File: config.mk
export PLATFORM = sky130hd
export DESIGN_NAME = ratio_threshold_weighted_centroid
export DESIGN_NICKNAME = d
export VERILOG_FILES = /design/src/hdl/rtwc_pkg.sv /design/src/hdl/ratio_threshold_weighted_centroid.sv
export SDC_FILE = /design/constraint.sdc
export NUM_CORES = 1
export LEC_CHECK = 0
export ABC_AREA = 1
export BUFFER_PORTS_ARGS = -buffer_cell sky130_fd_sc_hd__buf_2
export CORE_MARGIN = 1
export CORE_UTILIZATION = 50
export DETAILED_ROUTE_END_ITERATION = 7
export PLACE_DENSITY = 0.66
export SKIP_LAST_GASP = 1
export SLEW_MARGIN = 20
export SYNTH_ARGS = -nofsm -noshare
export SYNTH_HDL_FRONTEND = slang
export SYNTH_SLANG_ARGS = --single-unit
File: constraint.sdc
create_clock -name clk_i -period 18.15 [get_ports clk_i]
set_clock_uncertainty 0.2 [all_clocks]
set_input_delay 1.815 -clock clk_i [delete_from_list [all_inputs] [get_ports clk_i]]
set_output_delay 1.815 -clock clk_i [all_outputs]
set_load 0.02 [all_outputs]
File: src/hdl/rtwc_pkg.sv
// Shared types and constants for the ratio-threshold weighted centroid block.
`default_nettype none

package rtwc_pkg;

  // Default frame geometry limits.
  localparam int unsigned MAX_COLUMNS_DEF = 1024;
  localparam int unsigned MAX_ROWS_DEF    = 1024;

  // Field and register widths.
  localparam int unsigned WEIGHT_W = 8;
  localparam int unsigned FW_W     = 11;
  localparam int unsigned THR_W    = 10;
  localparam int unsigned CENTRE_W = 10;
  localparam int unsigned CFG_W    = FW_W;
  localparam int unsigned PROD_W   = 18;

  // Reset values of the configuration registers.
  localparam logic [FW_W-1:0]  FRAME_WIDTH_RST     = 11'd160;
  localparam logic [THR_W-1:0] RATIO_THRESHOLD_RST = 10'd410;

  // Scale of the ratio threshold (threshold is in units of 1/500).
  localparam logic [PROD_W-1:0] RATIO_SCALE = 18'd500;

  // Largest centroid coordinate that fits the result fields.
  localparam logic [CENTRE_W-1:0] CENTRE_MAX = {CENTRE_W{1'b1}};

  // Quotient steps: one saturation check plus one step per result bit.
  localparam int unsigned DIV_STEPS  = CENTRE_W + 1;
  localparam int unsigned DIV_STEP_W = $clog2(DIV_STEPS + 1);

  // Configuration register indexes.
  typedef enum logic [0:0] {
    CFG_FRAME_WIDTH     = 1'b0,
    CFG_RATIO_THRESHOLD = 1'b1
  } cfg_index_e;

  // Sequencer states.
  typedef enum logic [4:0] {
    ST_IDLE = 5'b00001,
    ST_CALC = 5'b00010,
    ST_LOAD = 5'b00100,
    ST_DIV  = 5'b01000,
    ST_EMIT = 5'b10000
  } state_e;

endpackage

`default_nettype wire

File: src/hdl/ratio_threshold_weighted_centroid.sv
// Ratio-threshold weighted centroid: pixel mask, moment sums and per-frame centroid.
`default_nettype none

// Takes one pixel per request in raster order and returns one result per pixel.
// A pixel is kept when 500*fg_weight > bg_weight*ratio_threshold; kept pixels add
// their weight to exact weight and moment sums. An ordinary pixel passes from
// acceptance to the next through latch, accumulate and load output register;
// the load waits for a free output register. The pixel marked end_of_frame
// also runs two divisions: one shared restoring subtract-and-compare unit
// produces one quotient bit per cycle, first for the x centroid and then for
// the y centroid. in_stall_o is high while an item is in work. A finished
// result sits in the output register until taken; a new pixel may be accepted
// meanwhile. Quotients saturate at 1023; an empty frame sets frame_empty_o and
// gives centre 0. frame_width of 0 acts as 1, and values above MAX_COLUMNS act
// as MAX_COLUMNS; row counting saturates at MAX_ROWS-1.
module ratio_threshold_weighted_centroid #(
  parameter int unsigned MAX_COLUMNS = rtwc_pkg::MAX_COLUMNS_DEF,
  parameter int unsigned MAX_ROWS    = rtwc_pkg::MAX_ROWS_DEF
) (
  input  wire                              clk_i,
  input  wire                              rst_ni,
  // configuration
  input  wire                              cfg_we_i,
  input  wire                              cfg_index_i,
  input  wire  [rtwc_pkg::CFG_W-1:0]       cfg_data_i,
  // pixel input
  input  wire                              in_valid_i,
  output logic                             in_stall_o,
  input  wire  [rtwc_pkg::WEIGHT_W-1:0]    fg_weight_i,
  input  wire  [rtwc_pkg::WEIGHT_W-1:0]    bg_weight_i,
  input  wire                              end_of_frame_i,
  // result output
  output logic                             out_valid_o,
  input  wire                              out_stall_i,
  output logic                             mask_value_o,
  output logic                             frame_done_o,
  output logic                             frame_empty_o,
  output logic [rtwc_pkg::CENTRE_W-1:0]    centre_x_o,
  output logic [rtwc_pkg::CENTRE_W-1:0]    centre_y_o
);
  import rtwc_pkg::*;

  localparam int unsigned COL_W   = $clog2(MAX_COLUMNS);
  localparam int unsigned ROW_W   = $clog2(MAX_ROWS);
  localparam int unsigned TOT_W   = WEIGHT_W + COL_W + ROW_W;
  localparam int unsigned POS_W   = (COL_W > ROW_W) ? COL_W : ROW_W;
  localparam int unsigned MOM_W   = TOT_W + POS_W;
  localparam int unsigned DIV_W0  = (MOM_W > TOT_W + CENTRE_W) ? MOM_W : TOT_W + CENTRE_W;
  localparam int unsigned DIV_W   = DIV_W0 + 1;
  localparam int unsigned WID_W   = (FW_W > COL_W + 1) ? FW_W : COL_W + 1;
  localparam int unsigned RCMP_W  = ROW_W + 1;
  localparam int unsigned XPROD_W = COL_W + WEIGHT_W;
  localparam int unsigned YPROD_W = ROW_W + WEIGHT_W;

  // Configuration registers.
  logic [FW_W-1:0]  frame_width_q;
  logic [THR_W-1:0] ratio_threshold_q;

  always_ff @(posedge clk_i or negedge rst_ni) begin
    if (!rst_ni) begin
      frame_width_q     <= FRAME_WIDTH_RST;
      ratio_threshold_q <= RATIO_THRESHOLD_RST;
    end else if (cfg_we_i) begin
      case (cfg_index_e'(cfg_index_i))
        CFG_FRAME_WIDTH:     frame_width_q     <= cfg_data_i;
        CFG_RATIO_THRESHOLD: ratio_threshold_q <= cfg_data_i[THR_W-1:0];
        default: ;
      endcase
    end
  end

  // Sequencer and datapath registers.
  state_e                state_q, state_d;
  logic [WEIGHT_W-1:0]   fg_q, bg_q;
  logic                  last_q;
  logic                  keep_q, keep_d;
  logic [COL_W-1:0]      col_q, col_d;
  logic [ROW_W-1:0]      row_q, row_d;
  logic [TOT_W-1:0]      total_q, total_d;
  logic [MOM_W-1:0]      xmom_q, xmom_d;
  logic [MOM_W-1:0]      ymom_q, ymom_d;
  logic [DIV_W-1:0]      rem_q, rem_d;
  logic [DIV_W-1:0]      dvs_q, dvs_d;
  logic [DIV_STEPS-1:0]  quo_q, quo_d;
  logic [DIV_STEP_W-1:0] step_q, step_d;
  logic                  sel_y_q, sel_y_d;
  logic [CENTRE_W-1:0]   cx_q, cx_d;

  logic                  out_valid_q, out_valid_d;
  logic                  out_mask_q, out_done_q, out_empty_q;
  logic [CENTRE_W-1:0]   out_cx_q, out_cy_q;
  logic                  out_load;

  logic                  in_accept;
  logic                  out_free;
  logic [PROD_W-1:0]     fg_side, bg_side;
  logic                  keep_now;
  logic [XPROD_W-1:0]    x_prod;
  logic [YPROD_W-1:0]    y_prod;
  logic [WID_W-1:0]      fw_ext, eff_width, col_next;
  logic [RCMP_W-1:0]     row_next;
  logic                  div_ge;
  logic [CENTRE_W-1:0]   quo_result;
  logic                  total_zero;

  assign in_stall_o = (state_q != ST_IDLE);
  assign in_accept  = in_valid_i && !in_stall_o;
  assign out_free   = !out_valid_q || !out_stall_i;

  // Ratio test and moment products.
  assign fg_side  = RATIO_SCALE * PROD_W'(fg_q);
  assign bg_side  = PROD_W'(bg_q) * PROD_W'(ratio_threshold_q);
  assign keep_now = fg_side > bg_side;
  assign x_prod   = XPROD_W'(col_q) * XPROD_W'(fg_q);
  assign y_prod   = YPROD_W'(row_q) * YPROD_W'(fg_q);

  // Clamp frame width to 1..MAX_COLUMNS.
  assign fw_ext    = WID_W'(frame_width_q);
  assign eff_width = (fw_ext == '0) ? WID_W'(1) :
                     (fw_ext > WID_W'(MAX_COLUMNS)) ? WID_W'(MAX_COLUMNS) : fw_ext;
  assign col_next  = WID_W'(col_q) + WID_W'(1);
  assign row_next  = RCMP_W'(row_q) + RCMP_W'(1);

  // Shared subtract-and-compare unit.
  assign div_ge     = rem_q >= dvs_q;
  assign total_zero = (total_q == '0);
  assign quo_result = total_zero ? '0 :
                      quo_q[DIV_STEPS-1] ? CENTRE_MAX : quo_q[CENTRE_W-1:0];

  always_comb begin
    state_d     = state_q;
    keep_d      = keep_q;
    col_d       = col_q;
    row_d       = row_q;
    total_d     = total_q;
    xmom_d      = xmom_q;
    ymom_d      = ymom_q;
    rem_d       = rem_q;
    dvs_d       = dvs_q;
    quo_d       = quo_q;
    step_d      = step_q;
    sel_y_d     = sel_y_q;
    cx_d        = cx_q;
    out_load    = 1'b0;
    out_valid_d = out_valid_q && out_stall_i;

    case (state_q)
      ST_IDLE: begin
        if (in_accept) state_d = ST_CALC;
      end
      ST_CALC: begin
        keep_d = keep_now;
        if (keep_now) begin
          total_d = total_q + TOT_W'(fg_q);
          xmom_d  = xmom_q + MOM_W'(x_prod);
          ymom_d  = ymom_q + MOM_W'(y_prod);
        end
        if (last_q) begin
          sel_y_d = 1'b0;
          state_d = ST_LOAD;
        end else begin
          if (col_next >= eff_width) begin
            col_d = '0;
            if (row_next < RCMP_W'(MAX_ROWS)) row_d = row_next[ROW_W-1:0];
          end else begin
            col_d = col_next[COL_W-1:0];
          end
          state_d = ST_EMIT;
        end
      end
      ST_LOAD: begin
        rem_d   = sel_y_q ? DIV_W'(ymom_q) : DIV_W'(xmom_q);
        dvs_d   = DIV_W'(total_q) << CENTRE_W;
        quo_d   = '0;
        step_d  = '0;
        state_d = ST_DIV;
      end
      ST_DIV: begin
        // First step flags a quotient too large for the result field.
        if (div_ge) rem_d = rem_q - dvs_q;
        quo_d  = {quo_q[DIV_STEPS-2:0], div_ge};
        dvs_d  = dvs_q >> 1;
        step_d = step_q + DIV_STEP_W'(1);
        if (step_q == DIV_STEP_W'(DIV_STEPS - 1)) begin
          if (sel_y_q) begin
            state_d = ST_EMIT;
          end else begin
            sel_y_d = 1'b1;
            state_d = ST_LOAD;
          end
        end
      end
      ST_EMIT: begin
        if (sel_y_q && last_q) begin
          // hold quotient until the output slot frees
        end else if (!sel_y_q && last_q) begin
          cx_d = quo_result;
        end
        if (out_free) begin
          out_load    = 1'b1;
          out_valid_d = 1'b1;
          if (last_q) begin
            col_d   = '0;
            row_d   = '0;
            total_d = '0;
            xmom_d  = '0;
            ymom_d  = '0;
          end
          state_d = ST_IDLE;
        end
      end
      default: state_d = ST_IDLE;
    endcase

    // Capture x centroid when its division finishes.
    if (state_q == ST_DIV && !sel_y_q && step_q == DIV_STEP_W'(DIV_STEPS - 1)) begin
      cx_d = total_zero ? '0 :
             quo_d[DIV_STEPS-1] ? CENTRE_MAX : quo_d[CENTRE_W-1:0];
    end
  end

  always_ff @(posedge clk_i or negedge rst_ni) begin
    if (!rst_ni) begin
      state_q     <= ST_IDLE;
      col_q       <= '0;
      row_q       <= '0;
      total_q     <= '0;
      xmom_q      <= '0;
      ymom_q      <= '0;
      step_q      <= '0;
      sel_y_q     <= 1'b0;
      out_valid_q <= 1'b0;
    end else begin
      state_q     <= state_d;
      col_q       <= col_d;
      row_q       <= row_d;
      total_q     <= total_d;
      xmom_q      <= xmom_d;
      ymom_q      <= ymom_d;
      step_q      <= step_d;
      sel_y_q     <= sel_y_d;
      out_valid_q <= out_valid_d;
    end
  end

  // Payload registers.
  always_ff @(posedge clk_i) begin
    if (in_accept) begin
      fg_q   <= fg_weight_i;
      bg_q   <= bg_weight_i;
      last_q <= end_of_frame_i;
    end
    keep_q <= keep_d;
    rem_q  <= rem_d;
    dvs_q  <= dvs_d;
    quo_q  <= quo_d;
    cx_q   <= cx_d;
    if (out_load) begin
      out_mask_q  <= keep_q;
      out_done_q  <= last_q;
      out_empty_q <= last_q && total_zero;
      out_cx_q    <= last_q ? cx_q : '0;
      out_cy_q    <= last_q ? quo_result : '0;
    end
  end

  assign out_valid_o   = out_valid_q;
  assign mask_value_o  = out_mask_q;
  assign frame_done_o  = out_done_q;
  assign frame_empty_o = out_empty_q;
  assign centre_x_o    = out_cx_q;
  assign centre_y_o    = out_cy_q;

  // A result appears only after the sequencer reaches the emit state.
  a_result_from_emit: assert property (@(posedge clk_i) disable iff (!rst_ni)
    $rose(out_valid_q) |-> $past(state_q == ST_EMIT))
    else $error("result raised outside emit state");

  // An accepted pixel is worked on in the very next cycle.
  a_accept_to_calc: assert property (@(posedge clk_i) disable iff (!rst_ni)
    in_accept |=> state_q == ST_CALC)
    else $error("accepted pixel not processed");

  // The division never runs past its step count.
  a_div_bound: assert property (@(posedge clk_i) disable iff (!rst_ni)
    state_q == ST_DIV |-> step_q < DIV_STEP_W'(DIV_STEPS))
    else $error("division step overrun");

  // An empty frame reports a finished frame with a zero centroid.
  a_empty_frame: assert property (@(posedge clk_i) disable iff (!rst_ni)
    out_valid_o && frame_empty_o |-> frame_done_o && centre_x_o == '0 && centre_y_o == '0)
    else $error("empty frame with nonzero centroid");

  // Non-final pixels never carry centroid data.
  a_plain_pixel: assert property (@(posedge clk_i) disable iff (!rst_ni)
    out_valid_o && !frame_done_o |-> !frame_empty_o && centre_x_o == '0 && centre_y_o == '0)
    else $error("centroid on a non-final pixel");

endmodule

`default_nettype wire

Word level (Yosys, flattened, before mapping) --
Index checks and enable logic that the tools add are counted.
Operators by class: muxes and demuxes 48, equal/unequal tests 18, bitwise operators 1, magnitude comparators 5, multiply operators 4, reduce and logical (&&, ||, !) cells 28, add/subtract/negate cells 7
Operators with widths (number):
- $mux 38 | 5
- $pmux 39 s2 | 2
- $pmux 38 s2 | 2
- $mux 10 | 15
- $mux 28 | 3
- $add 38x18->38 | 2
- $pmux 28 s2 | 1
- $pmux 10 s2 | 2
- $ge 39x39->1 | 1
- $mux 39 | 1
- $sub 39x39->39 | 1
- $mul 10x8->18 | 2
- $add 28x8->28 | 1
- $logic_not 28->1 | 1
- $mux 5 | 5
- $pmux 5 s5 | 1
- $add 10x1->11 const B | 2
- $mux 11 | 2
- $pmux 11 s2 | 1
- $ne 2x2->1 const B | 10
- $gt 17x18->1 | 1
- $mul 8x10->18 | 1
- $mul 7x8->15 const A | 1
- $ge 11x11->1 | 1
- other kinds (24) | 47
Storage, ports and cells: output and inout bits 25, register bits after elaboration 296, bits of input ports 34, word-level logic and storage cells 135

Logic depth before layout (Yosys ltp) --
Gate-level depths: netlist (run 1).
depth after elaboration 7, mapped depth 31, mapped depth without buffers 29

Worst setup path before layout (run 1) --
OpenSTA, ideal clock, no wires.
kind reg-to-reg, from register fg_q[1], to register ymom_q[12], data required time 17884 ps, stages on the path, launching flop included 30, path buffers 2, clock period less this slack 5790 ps, library setup time 66 ps, slack 12360 ps, arrival time 5524 ps, path through edfxtp_1 clkbuf_1 inv_1 fa_1 fa_1 inv_1 fa_1 inv_1 fa_1 inv_1 ha_1 a21oi_1 nand2_1 nand2_1 nand3_1 nand2_1 inv_1 o21ai_0 nand2_1 xor2_1 ha_1 nand3_1 nor3_1 nand2_1 nand3b_1 nand2_1 a21oi_2 buf_2 nand3_1 nand2_1
Between the ends: cells in the longest elaborated chain, start to end 4, elaborated cells on any way between the ends 8, classes of those cells add/sub: 1; mul: 2; order compare: 1; eq/ne: 1; mux: 2; reduce/logical: 1
Ends and longest elaborated chain:
- start, declared | line ratio_threshold_weighted_centroid.sv:74 | logic [WEIGHT_W-1:0] fg_q, bg_q;
- start signal, assigned | line ratio_threshold_weighted_centroid.sv:249 | fg_q <= fg_weight_i;
- $mul 10x8->18 or $mul 7x8->15 (tied branches) | line ratio_threshold_weighted_centroid.sv:115, ratio_threshold_weighted_centroid.sv:111
- $add 38x18->38 or $gt 17x18->1 (tied branches) | line ratio_threshold_weighted_centroid.sv:156, ratio_threshold_weighted_centroid.sv:113
- $mux 38 or $ne 2x2->1 (tied branches)
- $pmux 38 s2 or $reduce_and 4->1 (tied branches)
- end signal, assigned | line ratio_threshold_weighted_centroid.sv:239 | ymom_q <= ymom_d;
- end, declared | line ratio_threshold_weighted_centroid.sv:81 | logic [MOM_W-1:0] ymom_q, ymom_d;
Several ways; a longest one is shown, not always the timed one. The select of a mux whose other input is x is not followed. A chain may end at the register's enable or synchronous reset.

Worst setup path in the final report (run 1) --
from register fg_q[2], to register total_q[18]
Between the ends: cells in the longest elaborated chain, start to end 4, elaborated cells on any way between the ends 7, classes of those cells add/sub: 1; mul: 1; order compare: 1; eq/ne: 1; mux: 2; reduce/logical: 1
Ends and longest elaborated chain:
- $mul 7x8->15 | line ratio_threshold_weighted_centroid.sv:111 | assign fg_side = RATIO_SCALE * PROD_W'(fg_q);
- $gt 17x18->1 | line ratio_threshold_weighted_centroid.sv:113 | assign keep_now = fg_side > bg_side;
- $ne 2x2->1 (no line)
- $reduce_and 4->1 (no line)
- end signal, assigned | line ratio_threshold_weighted_centroid.sv:237 | total_q <= total_d;
- end, declared | line ratio_threshold_weighted_centroid.sv:79 | logic [TOT_W-1:0] total_q, total_d;
Several ways; a longest one is shown, not always the timed one. The select of a mux whose other input is x is not followed.

==> results of run 1 <==
[placed cells by master (no fill, tap or decap), types with 35 or more instances in the layout]
cell type | netlist | routed
xnor2_1 | 35 | 35
o21ai_0 | 161 | 161
buf_2 | 24 | 57
dfrtp_1 | 148 | 147
clkbuf_16 | 0 | 39
nor2_1 | 315 | 313
xor2_1 | 79 | 79
ha_1 | 236 | 236
nand3_1 | 291 | 291
inv_1 | 730 | 728
fa_1 | 200 | 200
nand4_1 | 49 | 49
nand2_1 | 1227 | 1226
nor3_1 | 45 | 45
edfxtp_1 | 128 | 128
a21oi_1 | 125 | 125
[cell type report]
type | count | area (um^2) | area share [%]
repair buffers | 78 | 447 | 1.42
inverters | 735 | 2760 | 8.76
clock inverters | 14 | 158 | 0.500
multi-input cells | 2900 | 18200 | 57.7
well taps | 765 | 957 | 3.04
clock buffers | 50 | 1050 | 3.32
flip-flops and latches | 295 | 7980 | 25.3
[worst max-delay path, delay by kind of cell, from the launching register on]
kind	cells	cell delay, ns
xor+xnor	1	0.16
fa+ha+maj	6	2.67
simple gates	11	1.18
buf+inv	7	1.33
compound gates	5	0.75
flops	1	0.35
[flip-flops by register name, summed over array words and instances (netlist names), 5 cells and up]
name / flops
state_q: 5
cx_q: 10
bg_q: 8
total_q: 28
ratio_threshold_q: 10
quo_q: 11
frame_width_q: 11
dvs_q: 38
col_q: 10
centre_x_o: 10
ymom_q: 38
rem_q: 39
centre_y_o: 10
row_q: 10
fg_q: 8
xmom_q: 38
[path summary, 6_finish.rpt]
kind / to / slack [ns] / cells past startpoint
setup reg to reg: total_q[18] / 11.28 / 30
max in group asynchronous: row_q[9] / 15.58 / 2
hold / removal: mask_value_o / 0.26 / 0
setup / recovery: total_q[18] / 11.28 / 30
hold reg to reg: mask_value_o / 0.26 / 0
min in group asynchronous: total_q[22] / 0.99 / 1
[metrics by stage]
step	area (um^2)	setup slack, ns	utilization [%]	cells
finish	31500	11.28	54.3	4837
global route	31500	10.73	54.3	4837
CTS	31500	11.27	54.3	4837
detailed placement	30300	11.33	52.2	4773
global placement	30300	11.47	52.2	4773
floorplan	29500	12.36	-	4070
[routing by layer]
layer  global-route usage [%]  vias up
met5                        0        -
li1                         -    12700
met2                     46.5      699
met3                     3.33      101
met1                     39.0    12100
met4                     7.46        2
[logic make-up (layout without fill, tap and decap cells)]
group / count (synthesis) / count (layout) / synth area share [%]
and+or+nand+nor: 1979 / 1979 / 27.7
DFF: 295 / 295 / 27.0
buffers and inverters: 875 / 877 / 11.5
xor gates and xnor gates: 114 / 114 / 3.38
AOI/OAI and AO/OA: 371 / 371 / 6.87
adders and majority gates: 436 / 436 / 23.6
==> impl_metrics.json, run 1 <==
{
  "status": "completed",
  "diodes": 0,
  "synth_edf_count": 128,
  "coreArea_um2": 58000,
  "place_hpwl_mm": 63.8,
  "fin_nets": 4516,
  "endpoint_kind": "flop",
  "drtPass1Iterations": 5,
  "syn_nets": 4540,
  "post-synth-top-count-cell": "nand2_1",
  "grt_pass1_vias": 25000,
  "ys_seq_area_share_pct": 27.0,
  "grt_max_degree": 87,
  "worstSetupStartpointType": "flop",
  "fillCellCount": 5726,
  "path_class": "flop to flop",
  "cts_buffers": 36,
  "initial_core_util_pct": 50.9,
  "hold-worst-slack_ns": 0.259,
  "worst_slew_pin_slew_ns": 1.07,
  "syn_avg_cell_area_um2": 7.25,
  "grt_pass1_wl_mm": 134,
  "cpPeakStageDelay_ns": 0.79,
  "die_y_um": 245,
  "timing.critical_path.from": "fg_q[2]",
  "dieArea_um2": 60000,
  "path_clk_slew_ns": 0.06,
  "cp_slowest_cell": "buf_4",
  "cts.path.max_buffers": 3,
  "drt_iter0_markers": 1929,
  "dr.max_layer_used": "met5",
  "slew_violations": 0,
  "yosys_most_used_dff": "dfrtp_1",
  "clock_latency_ns": 0.55,
  "finalHoldViolations": 0,
  "htreeDepth": 2,
  "wl_mm": 82.6,
  "timing.fmax_mhz": 146,
  "vias": 25600,
  "synthTopCellsByCount": "nand2_1, inv_1, nor2_1",
  "synth_top_area_share_pct": 15.6,
  "via_per_inst": 5.29,
  "crit_fanout": 86,
  "cts_tree": "built",
  "cts_resized": 0,
  "syn_area_um2": 29500,
  "wire_per_inst_um": 17.1,
  "max_cap_viol_count": 0,
  "slew_headroom_pct": 28.8,
  "drive_gt1_share_pct": 4.10,
  "critical_path_required_ns": 18.42,
  "syn_to_final_growth_pct": 6.80,
  "root_buffer": "clkbuf_16",
  "final.setup.tns_ns": 0,
  "cts.sinks": 295,
  "synth_cells": 4070,
  "ant_nets": 0,
  "async_flop_share_pct": 52.9,
  "std_cell_rows": 88,
  "drc_errors": 0,
  "r2r_start": "fg_q[2]",
  "overflow": 0,
  "period_needed_ns": 6.87,
  "yosys_register_bits": 295,
  "routabilityCongestion": 0.958,
  "numPortBuffers": 58,
  "die_x_um": 245,
  "met2_length_mm": 38.9,
  "wl_met3_mm": 4.37,
  "setup_viol": 0,
  "wl_met1_mm": 37.5,
  "post_cts_buffers": 0,
  "min_from": "keep_q",
  "antenna_found_initial": 1,
  "cpMostUsedCell": "nand2_1",
  "yosysWarnings": 0,
  "rsz0062_at_grt": "no",
  "arrival_ns": 7.14,
  "ys_top_cells_by_area": "nand2_1, fa_1, edfxtp_1",
  "ys_types": 51,
  "min_path_type": "flop to flop",
  "ctsHoldBuffers": 0,
  "timing.final.crit_share_pct": 37.9,
  "num_io_pins": 59,
  "grt.total_usage_pct": 28.1,
  "synth_top_area_cell": "nand2_1"
}
Power of run 1 is left out: the tool's default activity adds up to more than one toggle a clock period on the data nets, which glitch-free logic cannot reach.
==> run 2: changes to the inputs <==
clock period = 6.8 ns   (was 18.15 ns; I/O delays follow)
==> run 2 against run 1 <==
Against the previous run:
- core utilization barely moved
- final area barely moved
- register-to-register slack got worse by 11 ns
- non-clock buffer count rose by 11
- sequential share of layout area barely moved
- first-iteration DRC count fell by 0.41%
- die area did not move
- worst hold slack got worse by 0.17 ns
- final cell count rose by 0.21%
- fmax rose by 7.7%
==> impl_metrics.json, run 2 (synthesized netlist as in run 1, its figures left out) <==
{
  "place_hpwl_mm": 65.1,
  "final_cell_mix": "nand2_1, inv_1, nor2_1",
  "arrival_ns": 6.65,
  "drive_gt1_share_pct": 4.21,
  "ant_nets": 0,
  "period_needed_ns": 6.38,
  "cpMostUsedCell": "nand2_1",
  "wl_mm": 83.6,
  "setup_viol": 0,
  "diodes": 0,
  "rsz0062_at_grt": "no",
  "overflow": 0,
  "cts_tree": "built",
  "final.setup.tns_ns": 0,
  "cts_buffers": 35,
  "numPortBuffers": 58,
  "timing.critical_path.from": "fg_q[2]",
  "htreeDepth": 2,
  "grt_max_degree": 105,
  "root_buffer": "clkbuf_16",
  "crit_fanout": 35,
  "worst_r2r_path_depth": 29,
  "cp_slowest_cell": "fa_1",
  "drtPass1Iterations": 8,
  "num_io_pins": 59,
  "die_y_um": 245,
  "post_cts_buffers": 0,
  "std_cell_rows": 88,
  "max_cap_viol_count": 0,
  "multi_input_area_um2": 18200,
  "critical_path_required_ns": 7.07,
  "ff2ff_setup_slack_ns": 0.42,
  "min_from": "fg_weight_i[0]",
  "routabilityCongestion": 0.974,
  "initial_core_util_pct": 50.9,
  "wire_per_inst_um": 17.2,
  "fin_nets": 4526,
  "coreArea_um2": 58000,
  "largest_register_ff_count": 39,
  "worst_slew_pin_slew_ns": 1.09,
  "grt_pass1_wl_mm": 133,
  "path_clk_slew_ns": 0.07,
  "syn_to_final_growth_pct": 6.83,
  "slew_violations": 0,
  "holdPathStages": 1,
  "largest-register": "rem_q",
  "drt_iter0_markers": 1921,
  "antenna_found_initial": 3,
  "reg2reg_to": "total_q[0]",
  "dieArea_um2": 60000,
  "via_per_inst": 5.31,
  "grt_pass1_vias": 24900,
  "timing.fmax_mhz": 157,
  "cts.path.max_buffers": 3,
  "die_x_um": 245,
  "worstSetupStartpointType": "flop",
  "holdPathEnd": "fg_q[0]",
  "endpoint_kind": "flop",
  "timing.final.crit_share_pct": 93.8,
  "mostFrequentLayoutCell": "nand2_1",
  "grt.total_usage_pct": 28.2,
  "fillCellCount": 5698,
  "clock_latency_ns": 0.56,
  "slew_headroom_pct": 27.4,
  "min_path_type": "input pin to flop",
  "cpPeakStageDelay_ns": 0.54,
  "vias": 25700,
  "r2r_start": "fg_q[2]",
  "path_class": "flop to flop",
  "drc_errors": 0,
  "finalHoldViolations": 0,
  "status": "completed",
  "regArea_um2": 7980,
  "cts.sinks": 295
}
-- run 2: changes by cell type in the layout (fill, tap and decap cells not counted), moves of 2 or more --
cell and delta:
buf_4 +8, clkbuf_16 -2, clkinv_1 +2, clkbuf_1 +2, clkinv_2 -2, bufinv_16 -3
-- run 2: worst max-delay path: cells and delay by family (launching register included) --
family          cells  cell delay [ns]
flops               1             0.42
simple gates       11             1.21
xor+xnor            1             0.14
compound gates      4             0.62
buf+inv             7             0.97
fa+ha+maj           6             2.70
-- run 2: how the worst max path moves through the flow --
| stage | endpoint | slack [ns] | cells after the start |
|---|---|---|---|
| 4_1_cts | total_q[4] | 0.42 | 26 |
| 5_1_grt | total_q[2] | 0.006 | 26 |
| 2_1_floorplan | ymom_q[12] | 1.01 | 29 |
| 3_3_place_gp | total_q[13] | 0.59 | 26 |
| 6_report | total_q[0] | 0.42 | 29 |
| 3_5_place_dp | total_q[4] | 0.47 | 26 |
-- run 2: metrics by stage --
step	instances	cell area, um^2	hold WS, ns	util (%)	worst slack [ns]
6_report	4847	31500	0.0910	54.3	0.420
5_1_grt	4847	31500	0.0800	54.3	0.00640
4_1_cts	4847	31500	0.0714	54.3	0.421
3_5_place_dp	4783	30400	0.250	52.4	0.468
3_3_place_gp	4783	30400	0.257	52.4	0.589
2_1_floorplan	4070	29500	0.184	-	1.01
-- run 2: timing repair --
item | 4_1_cts | 5_1_grt
hold endpoints to repair | 50 | 0
setup endpoints to repair | 0 | 7
hold buffers | 1 | 0
gates resized for setup | 0 | 2
-- run 2: layer usage --
layer  track usage (%)  vias up  routed length, um
met3              3.90      152               4640
li1                  -    12700                  -
met4              10.7        2               3240
met1              38.5    12200              37500
met5                 0        -                  9
met2              45.4      732              38200
-- run 2: area by class of cell --
type / instances / share of cell area (%)
Multi-Input combinational cell: 2900 / 57.7
Inverter: 735 / 8.75
Clock inverter: 12 / 0.230
Timing Repair Buffer: 89 / 1.79
Sequential cell: 295 / 25.3
Clock buffer: 51 / 3.23
Tap cell: 765 / 3.04
Power of run 2 is left out for the same reason.
